$ cat src/rtl/pli_pkg.sv
// ----------------------------------------------------------------------------
// pli_pkg
// Shared constants, operation and status codes, and the node record type.
// ----------------------------------------------------------------------------
package pli_pkg;

	localparam int MAX_NODES_DEF = 64;
	localparam int FRAC_BITS_DEF = 16;
	localparam int DATA_W        = 32;
	localparam int TOL_W         = 16;

	localparam logic [1:0] OP_CLEAR = 2'd0;
	localparam logic [1:0] OP_LOAD  = 2'd1;
	localparam logic [1:0] OP_QUERY = 2'd2;

	localparam logic [1:0] ST_OK      = 2'd0;
	localparam logic [1:0] ST_RANGE   = 2'd1;
	localparam logic [1:0] ST_INVALID = 2'd2;
	localparam logic [1:0] ST_FULL    = 2'd3;

	typedef struct packed {
		logic [DATA_W-1:0] x;
		logic [DATA_W-1:0] y;
	} node_t;

endpackage

$ cat src/rtl/pli_arith.sv
// ----------------------------------------------------------------------------
// pli_arith
// Slope division, scaling multiply and saturating sum, one bit per cycle.
// ----------------------------------------------------------------------------
module pli_arith #(
	parameter int FRAC_BITS = pli_pkg::FRAC_BITS_DEF
) (
	input  logic               clk,
	input  logic               arst_n,
	input  logic               start,
	input  logic signed [32:0] dy,
	input  logic [31:0]        dx,
	input  logic [31:0]        t,
	input  logic [31:0]        y0,
	output logic               done,
	output logic [31:0]        result
);

	localparam int NW = 32 + FRAC_BITS;
	localparam int CW = $clog2(NW + 1);
	localparam int SW = NW - FRAC_BITS + 1;

	localparam logic [2:0] A_IDLE = 3'd0;
	localparam logic [2:0] A_DIV  = 3'd1;
	localparam logic [2:0] A_MUL  = 3'd2;
	localparam logic [2:0] A_SUM  = 3'd3;
	localparam logic [2:0] A_SAT  = 3'd4;

	logic [2:0]         ast_q;
	logic [CW-1:0]      cnt_q;
	logic               neg_q;
	logic [NW-1:0]      dvd_q;
	logic [31:0]        rem_q;
	logic [31:0]        dx_q;
	logic [31:0]        t_q;
	logic [NW-1:0]      acc_q;
	logic [31:0]        y0_q;
	logic signed [SW:0] sum_q;
	logic [31:0]        res_q;
	logic               done_q;

	logic [32:0]        rsh_w;
	logic               ge_w;
	logic [32:0]        rnext_w;
	logic [32:0]        mag_w;
	logic signed [NW:0] p_w;
	logic signed [NW:0] sh_w;
	logic signed [SW:0] sum_w;

	always_comb begin
		rsh_w   = {rem_q, dvd_q[NW-1]};
		ge_w    = rsh_w >= {1'b0, dx_q};
		rnext_w = ge_w ? rsh_w - {1'b0, dx_q} : rsh_w;
		mag_w   = dy[32] ? 33'(-dy) : 33'(dy);
		p_w     = neg_q ? -$signed({1'b0, acc_q}) : $signed({1'b0, acc_q});
		sh_w    = p_w >>> FRAC_BITS;
		sum_w   = $signed({sh_w[SW-1], sh_w[SW-1:0]}) + $signed({{(SW-31){y0_q[31]}}, y0_q});
	end

	always_ff @(posedge clk or negedge arst_n) begin
		if (!arst_n) begin
			ast_q  <= A_IDLE;
			cnt_q  <= '0;
			done_q <= 1'b0;
		end else begin
			done_q <= 1'b0;
			unique case (ast_q)
				A_IDLE: begin
					if (start) begin
						ast_q <= A_DIV;
						cnt_q <= CW'(NW);
					end
				end
				A_DIV: begin
					cnt_q <= cnt_q - 1'b1;
					if (cnt_q == CW'(1)) begin
						ast_q <= A_MUL;
						cnt_q <= CW'(32);
					end
				end
				A_MUL: begin
					cnt_q <= cnt_q - 1'b1;
					if (cnt_q == CW'(1)) begin
						ast_q <= A_SUM;
					end
				end
				A_SUM: begin
					ast_q <= A_SAT;
				end
				A_SAT: begin
					ast_q  <= A_IDLE;
					done_q <= 1'b1;
				end
				default: begin
					ast_q <= A_IDLE;
				end
			endcase
		end
	end

	always_ff @(posedge clk) begin
		unique case (ast_q)
			A_IDLE: begin
				if (start) begin
					neg_q <= dy[32];
					dvd_q <= {mag_w[31:0], {FRAC_BITS{1'b0}}};
					rem_q <= '0;
					dx_q  <= dx;
					t_q   <= t;
					y0_q  <= y0;
					acc_q <= '0;
				end
			end
			A_DIV: begin
				rem_q <= rnext_w[31:0];
				dvd_q <= {dvd_q[NW-2:0], ge_w};
			end
			A_MUL: begin
				acc_q <= {acc_q[NW-2:0], 1'b0} + (t_q[31] ? dvd_q : '0);
				t_q   <= {t_q[30:0], 1'b0};
			end
			A_SUM: begin
				sum_q <= sum_w;
			end
			A_SAT: begin
				if (sum_q[SW:31] == '0 || sum_q[SW:31] == '1) begin
					res_q <= sum_q[31:0];
				end else if (sum_q[SW]) begin
					res_q <= 32'h8000_0000;
				end else begin
					res_q <= 32'h7FFF_FFFF;
				end
			end
			default: begin
			end
		endcase
	end

	assign done   = done_q;
	assign result = res_q;

	a_start_idle: assert property (@(posedge clk) disable iff (!arst_n)
		start |-> ast_q == A_IDLE) else $error("arith started while busy");
	a_div_to_mul: assert property (@(posedge clk) disable iff (!arst_n)
		(ast_q == A_DIV && cnt_q == CW'(1)) |=> ast_q == A_MUL)
		else $error("division did not hand over to multiply");
	a_done_pulse: assert property (@(posedge clk) disable iff (!arst_n)
		done_q |-> $past(ast_q) == A_SAT) else $error("done without saturate step");

endmodule

$ cat config.mk
export PLATFORM = sky130hd
export DESIGN_NAME = pli_arith
export DESIGN_NICKNAME = d
export VERILOG_FILES = /design/src/rtl/pli_pkg.sv /design/src/rtl/pli_arith.sv
export SDC_FILE = /design/constraint.sdc
export NUM_CORES = 1
export LEC_CHECK = 0
export ABC_CLOCK_PERIOD_IN_PS = 10400
export BUFFER_PORTS_ARGS = -buffer_cell sky130_fd_sc_hd__buf_2
export CORE_MARGIN = 3
export CORE_UTILIZATION = 55
export DETAILED_ROUTE_END_ITERATION = 8
export PLACE_DENSITY = 0.73
export SETUP_SLACK_MARGIN = 0.15
export SYNTH_ARGS = -nofsm -noshare
export SYNTH_HDL_FRONTEND = slang
export SYNTH_SLANG_ARGS = --single-unit
$ cat constraint.sdc
create_clock -name clk -period 10.4 [get_ports clk]
set_input_delay 0.52 -clock clk [delete_from_list [all_inputs] [get_ports clk]]
set_output_delay 0.52 -clock clk [all_outputs]
set_load 0.02 [all_outputs]
==> results of run 1 <==
-- per-stage QoR --
step	instance area (sq um)	hold slack, ns	setup WS (ns)	std cells
2_1_floorplan	18600	0.224	5.46	1853
3_3_place_gp	19800	0.395	4.93	2402
3_5_place_dp	19800	0.400	4.87	2402
4_1_cts	20900	0.126	4.85	2465
5_1_grt	20900	0.136	4.36	2468
6_report	20900	0.157	4.75	2468
-- sequential cells by signal, summed over array words and instances (netlist names) --
register and cells:
t_q 32, sum_q 34, result 32, dx_q 32
dvd_q 48, neg_q 1, rem_q 32, ast_q 3
done 1, cnt_q 6, y0_q 32, acc_q 48
-- cell usage after synthesis (all sizes together), types with 27 or more instances --
master | count | area share, %
nor3 | 28 | 0.75
and3 | 34 | 1.1
xor2 | 59 | 2.8
and2 | 58 | 2.0
o21ai | 116 | 3.1
mux2i | 27 | 1.5
ha | 114 | 7.7
clkbuf | 64 | 1.3
edfxtp | 291 | 47
nand2 | 224 | 4.5
a21o | 62 | 2.5
nor2 | 203 | 4.1
a21oi | 106 | 2.9
inv | 73 | 1.5
xnor2 | 100 | 4.7
-- final timing paths --
| path | to | slack [ns] | start |
|---|---|---|---|
| worst max-delay path | sum_q[33]$_DFFE_PP_ | 4.75 | acc_q[9]$_SDFFCE_PN0P_ |
| worst min-delay path | dx_q[15]$_DFFE_PP_ | 0.16 | dx[15] |
| worst max register to register | sum_q[33]$_DFFE_PP_ | 4.75 | acc_q[9]$_SDFFCE_PN0P_ |
| worst min register to register | cnt_q[5]$_DFFE_PN0P_ | 0.49 | cnt_q[5]$_DFFE_PN0P_ |
| max in group asynchronous | cnt_q[0]$_DFFE_PN0P_ | 9.83 | arst_n |
| min in group asynchronous | cnt_q[3]$_DFFE_PN0P_ | 0.37 | arst_n |
-- critical path, delay by kind of cell, from the launching register on --
family / cells / cell delay (ns)
simple gates: 6 / 2.40
xor+xnor: 1 / 0.18
flops: 1 / 0.40
compound gates: 11 / 2.20
fa+ha+maj: 1 / 0.32
-- routing by layer --
| metal | part of all wire, % | track usage (%) | wire (um) |
|---|---|---|---|
| met4 | 2.3 | 6.82 | 905 |
| met3 | 7.3 | 4.88 | 2930 |
| met5 | 0.28 | 0 | 111 |
| met1 | 45 | 30.7 | 18100 |
| met2 | 45 | 34.7 | 17900 |
-- cells by family after synthesis --
family,Yosys count
AOI/OAI and AO/OA,421
and+or+nand+nor,688
buffers and inverters,140
DFF,301
muxes,27
xor gates and xnor gates,159
adders and majority gates,117
-- power breakdown --
part | internal [mW] | total (mW) | switching [mW]
registers | 1.81 | 1.96 | 0.146
clock network | 0.639 | 1.12 | 0.477
logic | 0.895 | 2.26 | 1.36
-- final cells by class --
class	instances	area (sq um)
inverters	73	274
flip-flops and latches	301	8990
repair buffers	175	906
clock inverters	12	70.1
fillers	2673	12100
diodes	3	7.51
well taps	442	553
clock buffers	50	952
multi-input cells	1412	9110
-- repair_timing --
| action | in CTS | in global routing |
|---|---|---|
| hold buffers | 1 | 0 |
| hold endpoints to repair | 10 | 0 |
| gates resized for setup | 0 | 0 |
==> flow_summary.rst, run 1 <==
.. list-table::
   :header-rows: 1

   * - Metric
     - Value
   * - Run status
     - finished clean
   * - Synthesized area
     - 0.0186 sq mm
   * - DIE HEIGHT
     - 190 um
   * - Least-Margin Pin Slew
     - 1.22 ns
   * - DRC violation total after the first TritonRoute iteration
     - 1120
   * - Worst endpoint data arrival time
     - 6.04 ns
   * - Longest Clk Path Bufs
     - 3
   * - Overall overflow remaining after global route
     - 0
   * - IO Pins
     - 165
   * - Final Wtd Congestion
     - 0.942
   * - Min-Delay Path Class
     - in -> reg
   * - Most frequent standard cell in the layout excluding fill and tap cells
     - edfxtp_1
   * - Reported max-cap violation count
     - 0
   * - Number of nets still failing antenna checks after routing
     - 0
   * - Synthesis warning total
     - 0
   * - Clock Skews
     - 0.0282 ns
   * - Detailed Route WL
     - 40000 um
   * - Crit path cell chain
     - nor4_1 > nand4_1 > or4_4 > or4_4 > or2_1 > nand2b_1 > o41ai_1 > xnor2_1 > ha_1 > a21o_1 > a21oi_1 > o21bai_1 > a21o_1 > a21o_1 > a21o_1 > a211oi_1 > o21bai_1 > a2111oi_0 > a22o_1
   * - Mean cell area of the mapped netlist
     - 10.0 sq um
   * - Number of cells produced by synthesis
     - 1853
   * - Fraction of synthesized area in multiplexers
     - 1.45%
   * - Starting density of the core
     - 56.4%
   * - Portion of the post-synthesis area used by sequential elements
     - 48.4%
   * - CTS tree
     - built
   * - Clock period minus final worst setup slack
     - 5.65 ns
   * - Detailed-route via count
     - 13900
   * - X dimension of the die
     - 190 um
   * - Maximum number of pins on one net before global-route repair
     - 82
   * - Maximum VDD drop
     - 190 uV
   * - Vias/cell
     - 5.65
   * - Worst relative slew slack
     - 18.1%
   * - Fin Setup TNS
     - 0 ns
   * - Number of global-route vias before repair
     - 13400
   * - Synthesized-area fraction occupied by ao, oa, aoi and oai cells
     - 14.4%
   * - Crit. End Element
     - flip-flop
   * - HPWL after detailed placement
     - 28800 um
   * - Simple-Gate Fraction of Synth Area
     - 17.4%
   * - Num CTS Buffers
     - 35
   * - EDFF count, synth
     - 291
   * - Total clock sinks
     - 301
   * - Main flop type after synthesis
     - edfxtp_1
   * - Placeable Area
     - 0.0329 sq mm
   * - Share of flip-flops with an asynchronous set or reset
     - 3.32%
   * - Depth of the CTS H-tree
     - 2
   * - Port bufs
     - 164
   * - Initial antenna violation count
     - 12
   * - Required time of the critical path
     - 10.78 ns
   * - Clk slew on worst S/H paths
     - 0.06 ns
   * - Library cell contributing the largest single delay on the critical path
     - or4_4
   * - Global router's overall resource usage
     - 22.1%
   * - Most frequent cells in the layout
     - edfxtp_1 (291), nand2_1 (222), nor2_1 (201)
   * - Final cell utilization of the core
     - 63.3%
   * - Final Max Slew Viols
     - 0
   * - Power density over cell area
     - 255 mW/mm^2
   * - Post-synthesis adder-cell area fraction
     - 8.00%
   * - First-pass GRT wire length
     - 65200 um
   * - Clk_lat worst skew
     - 0.54 ns
   * - Iteration count of the initial detailed-routing pass
     - 5
   * - DRC viols
     - 0
   * - Hold-critical path depth
     - 1
   * - Post-synthesis cell type count
     - 64
   * - Max Clk Rate
     - 177 MHz
   * - Critical-path maximum fanout
     - 9
   * - Worst Reg2Reg Path Length in Cells
     - 19
   * - Dominant combinational cell family by area after synthesis
     - simple AND/OR/NAND/NOR gates
   * - Kind of start point of the critical path
     - flip-flop
   * - Critical Setup Path Class
     - reg -> reg
   * - Cell occurring most often along the worst timing path
     - a21o_1
   * - Critical path's largest stage delay
     - 0.60 ns
   * - Final setup viols
     - 0
   * - Setup repair after global routing missed its margin
     - false
   * - Final period utilization
     - 54.4%
   * - Post-CTS setup buffer count
     - 0
   * - Detailed-route wire length per cell
     - 16.2 um
   * - Flop and latch count out of synthesis
     - 301
   * - Leakage
     - 8.69 nW
   * - Xor-xnor portion of the synthesized cell area
     - 7.49%
   * - Final Hold Fails
     - 0
   * - Root Driver
     - clkbuf_16
   * - P&R area growth vs syn
     - 12.2%
   * - Number of nets in the final layout
     - 2247
   * - Die ar.
     - 0.0360 sq mm
   * - # rows
     - 66
   * - Fraction of final layout cells with drive strength greater than 1
     - 12.4%
   * - Total power after layout
     - 5.33 mW
   * - Syn_nets
     - 2102
Power figures use the tool's default switching activity.
==> run 2, diff against run 1 <==
--- a/config.mk
+++ b/config.mk
@@ -5,12 +5,13 @@
 export SDC_FILE = /design/constraint.sdc
 export NUM_CORES = 1
 export LEC_CHECK = 0
-export ABC_CLOCK_PERIOD_IN_PS = 10400
+export ABC_AREA = 1
+export ABC_CLOCK_PERIOD_IN_PS = 4850
 export BUFFER_PORTS_ARGS = -buffer_cell sky130_fd_sc_hd__buf_2
 export CORE_MARGIN = 3
 export CORE_UTILIZATION = 55
 export DETAILED_ROUTE_END_ITERATION = 8
-export PLACE_DENSITY = 0.73
+export PLACE_DENSITY = 0.75
 export SETUP_SLACK_MARGIN = 0.15
 export SYNTH_ARGS = -nofsm -noshare
 export SYNTH_HDL_FRONTEND = slang
==> constraint.sdc (replaced) <==
create_clock -name clk -period 4.85 [get_ports clk]
set_input_delay 0.2425 -clock clk [delete_from_list [all_inputs] [get_ports clk]]
set_output_delay 0.2425 -clock clk [all_outputs]
set_load 0.02 [all_outputs]
==> run 2 against run 1 <==
- design area is 23% higher
- critical path type unchanged
- highest routed layer is now met4
- global-route usage is 8.8 points higher
- synthesized cell count is 65% higher
- power grew to 3.5 times the previous value
- clock-buffer cell count is 9 lower
- largest cell class unchanged
- critical endpoint is now sum_q[22]$_DFFE_PP_
==> flow_summary.rst, run 2 <==
.. list-table::
   :header-rows: 1

   * - Metric
     - Value
   * - Global router's overall resource usage
     - 30.8%
   * - Clock period minus final worst setup slack
     - 3.70 ns
   * - # rows
     - 72
   * - P&R area growth vs syn
     - 16.0%
   * - Vias/cell
     - 5.28
   * - Total power after layout
     - 18.9 mW
   * - Overall overflow remaining after global route
     - 0
   * - Least-Margin Pin Slew
     - 1.17 ns
   * - Final Max Slew Viols
     - 0
   * - Number of global-route vias before repair
     - 19600
   * - Finished Layout Cells
     - 3867
   * - Starting density of the core
     - 56.4%
   * - Worst relative slew slack
     - 22.1%
   * - Yosys top cell by area
     - edfxtp_1
   * - Die ar.
     - 0.0425 sq mm
   * - Final Wtd Congestion
     - 1.01
   * - Num CTS Buffers
     - 35
   * - Critical-path maximum fanout
     - 3
   * - Root Driver
     - clkbuf_16
   * - Number of nets in the final layout
     - 3572
   * - Detailed-route via count
     - 20400
   * - Detailed-route wire length per cell
     - 16.9 um
   * - HPWL after detailed placement
     - 49700 um
   * - X dimension of the die
     - 206 um
   * - Port bufs
     - 164
   * - Main flop type after synthesis
     - edfxtp_1
   * - Placeable Area
     - 0.0391 sq mm
   * - Clk_lat worst skew
     - 0.57 ns
   * - Portion of the post-synthesis area used by sequential elements
     - 40.8%
   * - Hold-critical path depth
     - 3
   * - Most frequent standard cell in the layout excluding fill and tap cells
     - nand2_1
   * - Depth of the CTS H-tree
     - 2
   * - Final Hold Fails
     - 0
   * - Number of cells produced by synthesis
     - 3064
   * - Critical Setup Path Class
     - reg -> reg
   * - CTS tree
     - built
   * - Maximum VDD drop
     - 671 uV
   * - Share of the synthesized area in the top cell type
     - 39.7%
   * - Max Clk Rate
     - 270 MHz
   * - Synthesized area
     - 0.0220 sq mm
   * - Number of nets still failing antenna checks after routing
     - 0
   * - DRC viols
     - 0
   * - Share of flip-flops with an asynchronous set or reset
     - 3.32%
   * - Worst endpoint data arrival time
     - 4.05 ns
   * - Final period utilization
     - 76.3%
   * - EDFF count, synth
     - 291
   * - Synthesis warning total
     - 0
   * - Mean cell area of the mapped netlist
     - 7.19 sq um
   * - First-pass GRT wire length
     - 103000 um
   * - Leakage
     - 12.8 nW
   * - Fin Setup TNS
     - 0 ns
   * - DIE HEIGHT
     - 206 um
   * - Final cell utilization of the core
     - 65.4%
   * - Detailed Route WL
     - 65500 um
   * - Initial antenna violation count
     - 0
   * - Antenna cell count
     - 0
   * - Power density over cell area
     - 740 mW/mm^2
   * - IO Pins
     - 165
   * - Inst Count DP
     - 3708
   * - Maximum number of pins on one net before global-route repair
     - 81
   * - Iteration count of the initial detailed-routing pass
     - 6
   * - Post-synthesis cell type count
     - 49
   * - Required time of the critical path
     - 5.20 ns
   * - Crit. End Element
     - flip-flop
   * - Run status
     - finished clean
   * - Clk slew on worst S/H paths
     - 0.06 ns
   * - Most frequent cells in the layout
     - nand2_1 (1076), inv_1 (494), nor2_1 (348)
   * - Cell types with the highest counts after synthesis
     - nand2_1 (1077), inv_1 (496), nor2_1 (350), edfxtp_1 (291), nand3_1 (139)
   * - Total clock sinks
     - 301
   * - Worst Reg2Reg Path Length in Cells
     - 17
   * - Reported max-cap violation count
     - 0
   * - Min-Delay Path Class
     - in -> reg
   * - Top flop regs
     - acc_q: 48 flops, dvd_q: 48 flops, sum_q: 34 flops
   * - Final setup viols
     - 0
   * - DRC violation total after the first TritonRoute iteration
     - 1681
   * - Syn_nets
     - 3313
   * - Setup repair after global routing missed its margin
     - false
   * - Kind of start point of the critical path
     - flip-flop
   * - Clock Skews
     - 0.0218 ns
   * - Longest Clk Path Bufs
     - 3
   * - Most common cell in the synthesized netlist
     - nand2_1
   * - Flop and latch count out of synthesis
     - 301
   * - Cell types occupying the most area after synthesis
     - edfxtp_1 (40%), nand2_1 (18%), inv_1 (8.4%)
   * - Fraction of final layout cells with drive strength greater than 1
     - 8.66%
run 2: cell types whose count changed after synthesis, moves of 24 or more:
cell      before   now
nand2_1      224  1077
inv_1         73   496
nor2_1       203   350
nand3_1       25   139
xnor2_1      100    16
a21o_1        62    10
and2_1        58     7
and3_1        34     3
clkbuf_1      64    34
mux2i_1       27     0
nand4_1       12    36
run 2: final cells by class:
cell class	count	area, sq um
sequential	301	8990
timing repair buffer	270	1860
fill	3509	13500
inverter	511	1920
clock inverter	22	323
tap	518	648
multi-input combinational	2204	10900
clock buffer	41	898
run 2: worst max-delay path, cell delays in order, from the launching register on:
cell and delay, ns:
edfxtp_1 0.43, nor2_1 0.20, nand2_1 0.08, nor2_1 0.11, nand2_1 0.12, o21ai_0 0.23, xnor2_1 0.25, ha_1 0.27
inv_1 0.08, fa_1 0.40, o21ai_0 0.39, nand2_1 0.10, nand2_1 0.14, nand3_1 0.08, nand2_1 0.13, nand2_1 0.06
nand2_1 0.10, xor2_1 0.29
run 2: through the flow:
stage,hold WS (ns),instance area [sq um],worst slack [ns]
6_report,0.0143,25600,1.15
5_1_grt,0.0503,25600,0.796
4_1_cts,0.00142,25600,1.20
3_5_place_dp,0.114,23400,1.23
3_3_place_gp,0.113,23400,1.29
2_1_floorplan,-0.0531,22000,0.219
run 2: worst paths after layout:
| path | from | endpoint | slack, ns |
|---|---|---|---|
| setup / recovery | acc_q[11]$_SDFFCE_PN0P_ | sum_q[22]$_DFFE_PP_ | 1.15 |
| max in group asynchronous | arst_n | cnt_q[3]$_DFFE_PN0P_ | 4.58 |
| min in group asynchronous | arst_n | done$_DFF_PN0_ | 0.07 |
| hold / removal | t[11] | t_q[11]$_DFFE_PP_ | 0.01 |
| hold reg to reg | sum_q[33]$_DFFE_PP_ | result[31]$_DFFE_PP_ | 0.48 |
| setup reg to reg | acc_q[11]$_SDFFCE_PN0P_ | sum_q[22]$_DFFE_PP_ | 1.15 |
run 2: logic make-up after synthesis:
kind of cell	synth area share, %
buffers and inverters	9.77
and+or+nand+nor	32.5
DFF	40.8
xor gates and xnor gates	3.34
adders and majority gates	6.75
AOI/OAI and AO/OA	6.85
run 2: per-layer routing:
layer  share of wire (%)  track usage (%)  vias up
met3                 6.3             3.92      111
met2                  47             52.5      646
met1                  43             40.6     9399
met5                   0                0        -
li1                    -                -    10300
met4                 3.7             11.1        0
run 2: where the power goes:
group / internal, mW / switching [mW] / total (mW)
clock: 1.72 / 1.13 / 2.85
combinational: 3.32 / 7.50 / 10.8
sequential: 4.58 / 0.660 / 5.24
run 2: timing repair:
item | in CTS | in global routing
gates resized for setup | 0 | 0
hold buffers | 96 | 0
endpoints found under the hold margin | 105 | 0
setup endpoints to repair | 0 | 0
buffers inserted | 0 | 0
==> run 3, diff against run 2 <==
--- a/config.mk
+++ b/config.mk
@@ -6,12 +6,12 @@
 export NUM_CORES = 1
 export LEC_CHECK = 0
 export ABC_AREA = 1
-export ABC_CLOCK_PERIOD_IN_PS = 4850
+export ABC_CLOCK_PERIOD_IN_PS = 3850
 export BUFFER_PORTS_ARGS = -buffer_cell sky130_fd_sc_hd__buf_2
 export CORE_MARGIN = 3
 export CORE_UTILIZATION = 55
 export DETAILED_ROUTE_END_ITERATION = 8
-export PLACE_DENSITY = 0.75
+export PLACE_DENSITY = 0.72
 export SETUP_SLACK_MARGIN = 0.15
 export SYNTH_ARGS = -nofsm -noshare
 export SYNTH_HDL_FRONTEND = slang
==> constraint.sdc (replaced) <==
create_clock -name clk -period 3.85 [get_ports clk]
set_input_delay 0.1925 -clock clk [delete_from_list [all_inputs] [get_ports clk]]
set_output_delay 0.1925 -clock clk [all_outputs]
set_load 0.02 [all_outputs]
==> run 3 against run 2 <==
- register-to-register slack lost 0.81 ns
- sequential power grew 25%
- die area is the same
- setup slack lost 0.81 ns
- routed wire length shrank 0.89%
- highest routed layer unchanged
- design area is essentially flat
- clock skew shrank 0.0026 ns
- core utilization is essentially flat
- critical path type unchanged
- worst hold slack gained 0.023 ns
- global-route usage shrank 0.29 points
- cell count grew 0.21%
==> flow_summary.rst, run 3 (synthesis results as in run 2) <==
.. list-table::
   :header-rows: 1

   * - Metric
     - Value
   * - Num CTS Buffers
     - 36
   * - Port bufs
     - 164
   * - Final Max Slew Viols
     - 0
   * - First-pass GRT wire length
     - 103000 um
   * - Final cell utilization of the core
     - 65.3%
   * - Iteration count of the initial detailed-routing pass
     - 5
   * - Number of nets in the final layout
     - 3580
   * - P&R area growth vs syn
     - 15.9%
   * - Sw Share
     - 49.6%
   * - Starting density of the core
     - 56.4%
   * - Least-Margin Pin Slew
     - 1.10 ns
   * - Crit. End Element
     - flip-flop
   * - Clock period minus final worst setup slack
     - 3.51 ns
   * - Clock Skews
     - 0.0192 ns
   * - Detailed Route WL
     - 64900 um
   * - Cell occurring most often along the worst timing path
     - nand2_1
   * - Fraction of final layout cells with drive strength greater than 1
     - 9.29%
   * - DIE HEIGHT
     - 206 um
   * - Placement Setup Slack
     - 0.00822 ns
   * - Switching power of the nets
     - 11.6 mW
   * - Number of nets still failing antenna checks after routing
     - 0
   * - Post-Route Hold Slack
     - 0.0377 ns
   * - Count of filler cells inserted in the layout
     - 3455
   * - Required time of the critical path
     - 4.14 ns
   * - Global router's overall resource usage
     - 30.5%
   * - DRC violation total after the first TritonRoute iteration
     - 1850
   * - Reported max-cap violation count
     - 0
   * - Worst Reg2Reg Path Length in Cells
     - 17
   * - Int Power
     - 11.8 mW
   * - Max Clk Rate
     - 285 MHz
   * - Overall overflow remaining after global route
     - 0
   * - Total clock sinks
     - 301
   * - Critical Setup Path Class
     - reg -> reg
   * - Maximum VDD drop
     - 995 uV
   * - Proportion of power drawn by combinational gates
     - 58.2%
   * - Min-Delay Path Class
     - in -> async
   * - Worst endpoint data arrival time
     - 3.80 ns
   * - Detailed-route via count
     - 20500
   * - Inst Count DP
     - 3714
   * - Detailed-route wire length per cell
     - 16.7 um
   * - Initial antenna violation count
     - 0
   * - Final period utilization
     - 91.2%
   * - Placeable Area
     - 0.0391 sq mm
   * - Power density over cell area
     - 918 mW/mm^2
   * - Most frequent standard cell in the layout excluding fill and tap cells
     - nand2_1
   * - Longest Clk Path Bufs
     - 3
   * - Leakage
     - 12.8 nW
   * - Worst Slack Setup Final
     - 0.338 ns
   * - Antenna cell count
     - 0
   * - Sequential share of power
     - 28.0%
   * - Maximum number of pins on one net before global-route repair
     - 80
   * - Critical-path maximum fanout
     - 7
   * - Finished Layout Cells
     - 3875
   * - # rows
     - 72
   * - Number of global-route vias before repair
     - 19800
   * - X dimension of the die
     - 206 um
   * - Crit path cell chain
     - nor2_1 > nand2_1 > nor2_2 > nand2_2 > nor2_2 > nand2_1 > nand2_1 > o21ai_0 > xor2_1 > ha_1 > a21o_1 > a31oi_1 > a21oi_1 > nor3_1 > nand2_1 > nand2_1 > nand2_1
   * - Die ar.
     - 0.0425 sq mm
   * - Clk_lat worst skew
     - 0.54 ns
   * - Worst relative slew slack
     - 26.4%
   * - Setup repair after global routing missed its margin
     - true
   * - Most frequent cells in the layout
     - nand2_1 (1074), inv_1 (494), nor2_1 (343)
   * - Root Driver
     - clkbuf_16
   * - Vias/cell
     - 5.28
   * - CTS tree
     - built
   * - Run status
     - finished clean
   * - DRC viols
     - 0
   * - Critical path's largest stage delay
     - 0.42 ns
   * - Final Wtd Congestion
     - 0.996
   * - Kind of start point of the critical path
     - flip-flop
   * - Final Hold Fails
     - 0
   * - Clk pwr share
     - 13.8%
   * - Clk slew on worst S/H paths
     - 0.06 ns
   * - Library cell contributing the largest single delay on the critical path
     - edfxtp_1
   * - HPWL after detailed placement
     - 49500 um
   * - Fin Setup TNS
     - 0 ns
   * - Final setup viols
     - 0
   * - IO Pins
     - 165
   * - Depth of the CTS H-tree
     - 2
   * - Top flop regs
     - acc_q: 48 flops, dvd_q: 48 flops, sum_q: 34 flops
-- run 3: routing by layer --
layer  up-vias  wire length [um]  share of wire, %  track usage [%]
met5         -                 0                 0                0
met4         0              2820               4.3             12.3
met3       132              3760               5.8             3.40
met2       703             30300                47             51.7
met1      9341             28100                43             40.3
li1      10300                 -                 -                -
-- run 3: final cells by class --
class                   count  area, sq um  area share [%]
clock buffers              43          948            3.71
clock inverters            21          149           0.583
inverters                 511         1930            7.54
multi-input cells        2204        11000            43.0
flip-flops and latches    301         8990            35.2
well taps                 518          648            2.54
repair buffers            277         1910            7.48
-- run 3: worst max-delay path: cells and delay by family (launching register included) --
family / cells / cell delay [ns]
flip-flops: 1 / 0.42
AND/OR/NAND/NOR: 11 / 1.57
AO/OA/AOI/OAI: 4 / 0.71
XOR/XNOR: 1 / 0.16
adder cells (fa/ha/maj): 1 / 0.40
-- run 3: stage by stage --
step                      cell area, sq um  power, mW
after floorplan                      22100       16.1
after global placement               23400       19.6
after detailed placement             23400       19.9
after CTS                            25500       23.3
after global routing                 25500       25.5
final                                25500       23.5
-- run 3: final timing paths --
path | startpoint | end | slack [ns]
max in group asynchronous | arst_n | cnt_q[1]$_DFFE_PN0P_ | 3.62
min in group clk | dy[27] | dvd_q[43]$_DFFE_PP_ | 0.05
min | arst_n | cnt_q[2]$_DFFE_PN0P_ | 0.04
max | acc_q[1]$_SDFFCE_PN0P_ | sum_q[33]$_DFFE_PP_ | 0.34
min reg2reg | sum_q[33]$_DFFE_PP_ | result[31]$_DFFE_PP_ | 0.48
max reg2reg | acc_q[1]$_SDFFCE_PN0P_ | sum_q[33]$_DFFE_PP_ | 0.34
-- run 3: power by group through the flow --
stage	Clock [mW]	Combinational [mW]	Sequential [mW]
floorplan	0	9.76	6.37
global route	3.40	15.4	6.70
finish	3.23	13.7	6.57
detailed placement	0	13.3	6.60
global placement	0	13.1	6.54
CTS	3.28	13.4	6.55
-- run 3: timing repair --
item,4_1_cts,5_1_grt
hold buffers,97,0
buffers inserted,0,0
endpoints found under the setup margin,3,21
endpoints found under the hold margin,107,0
gates resized for setup,2,20
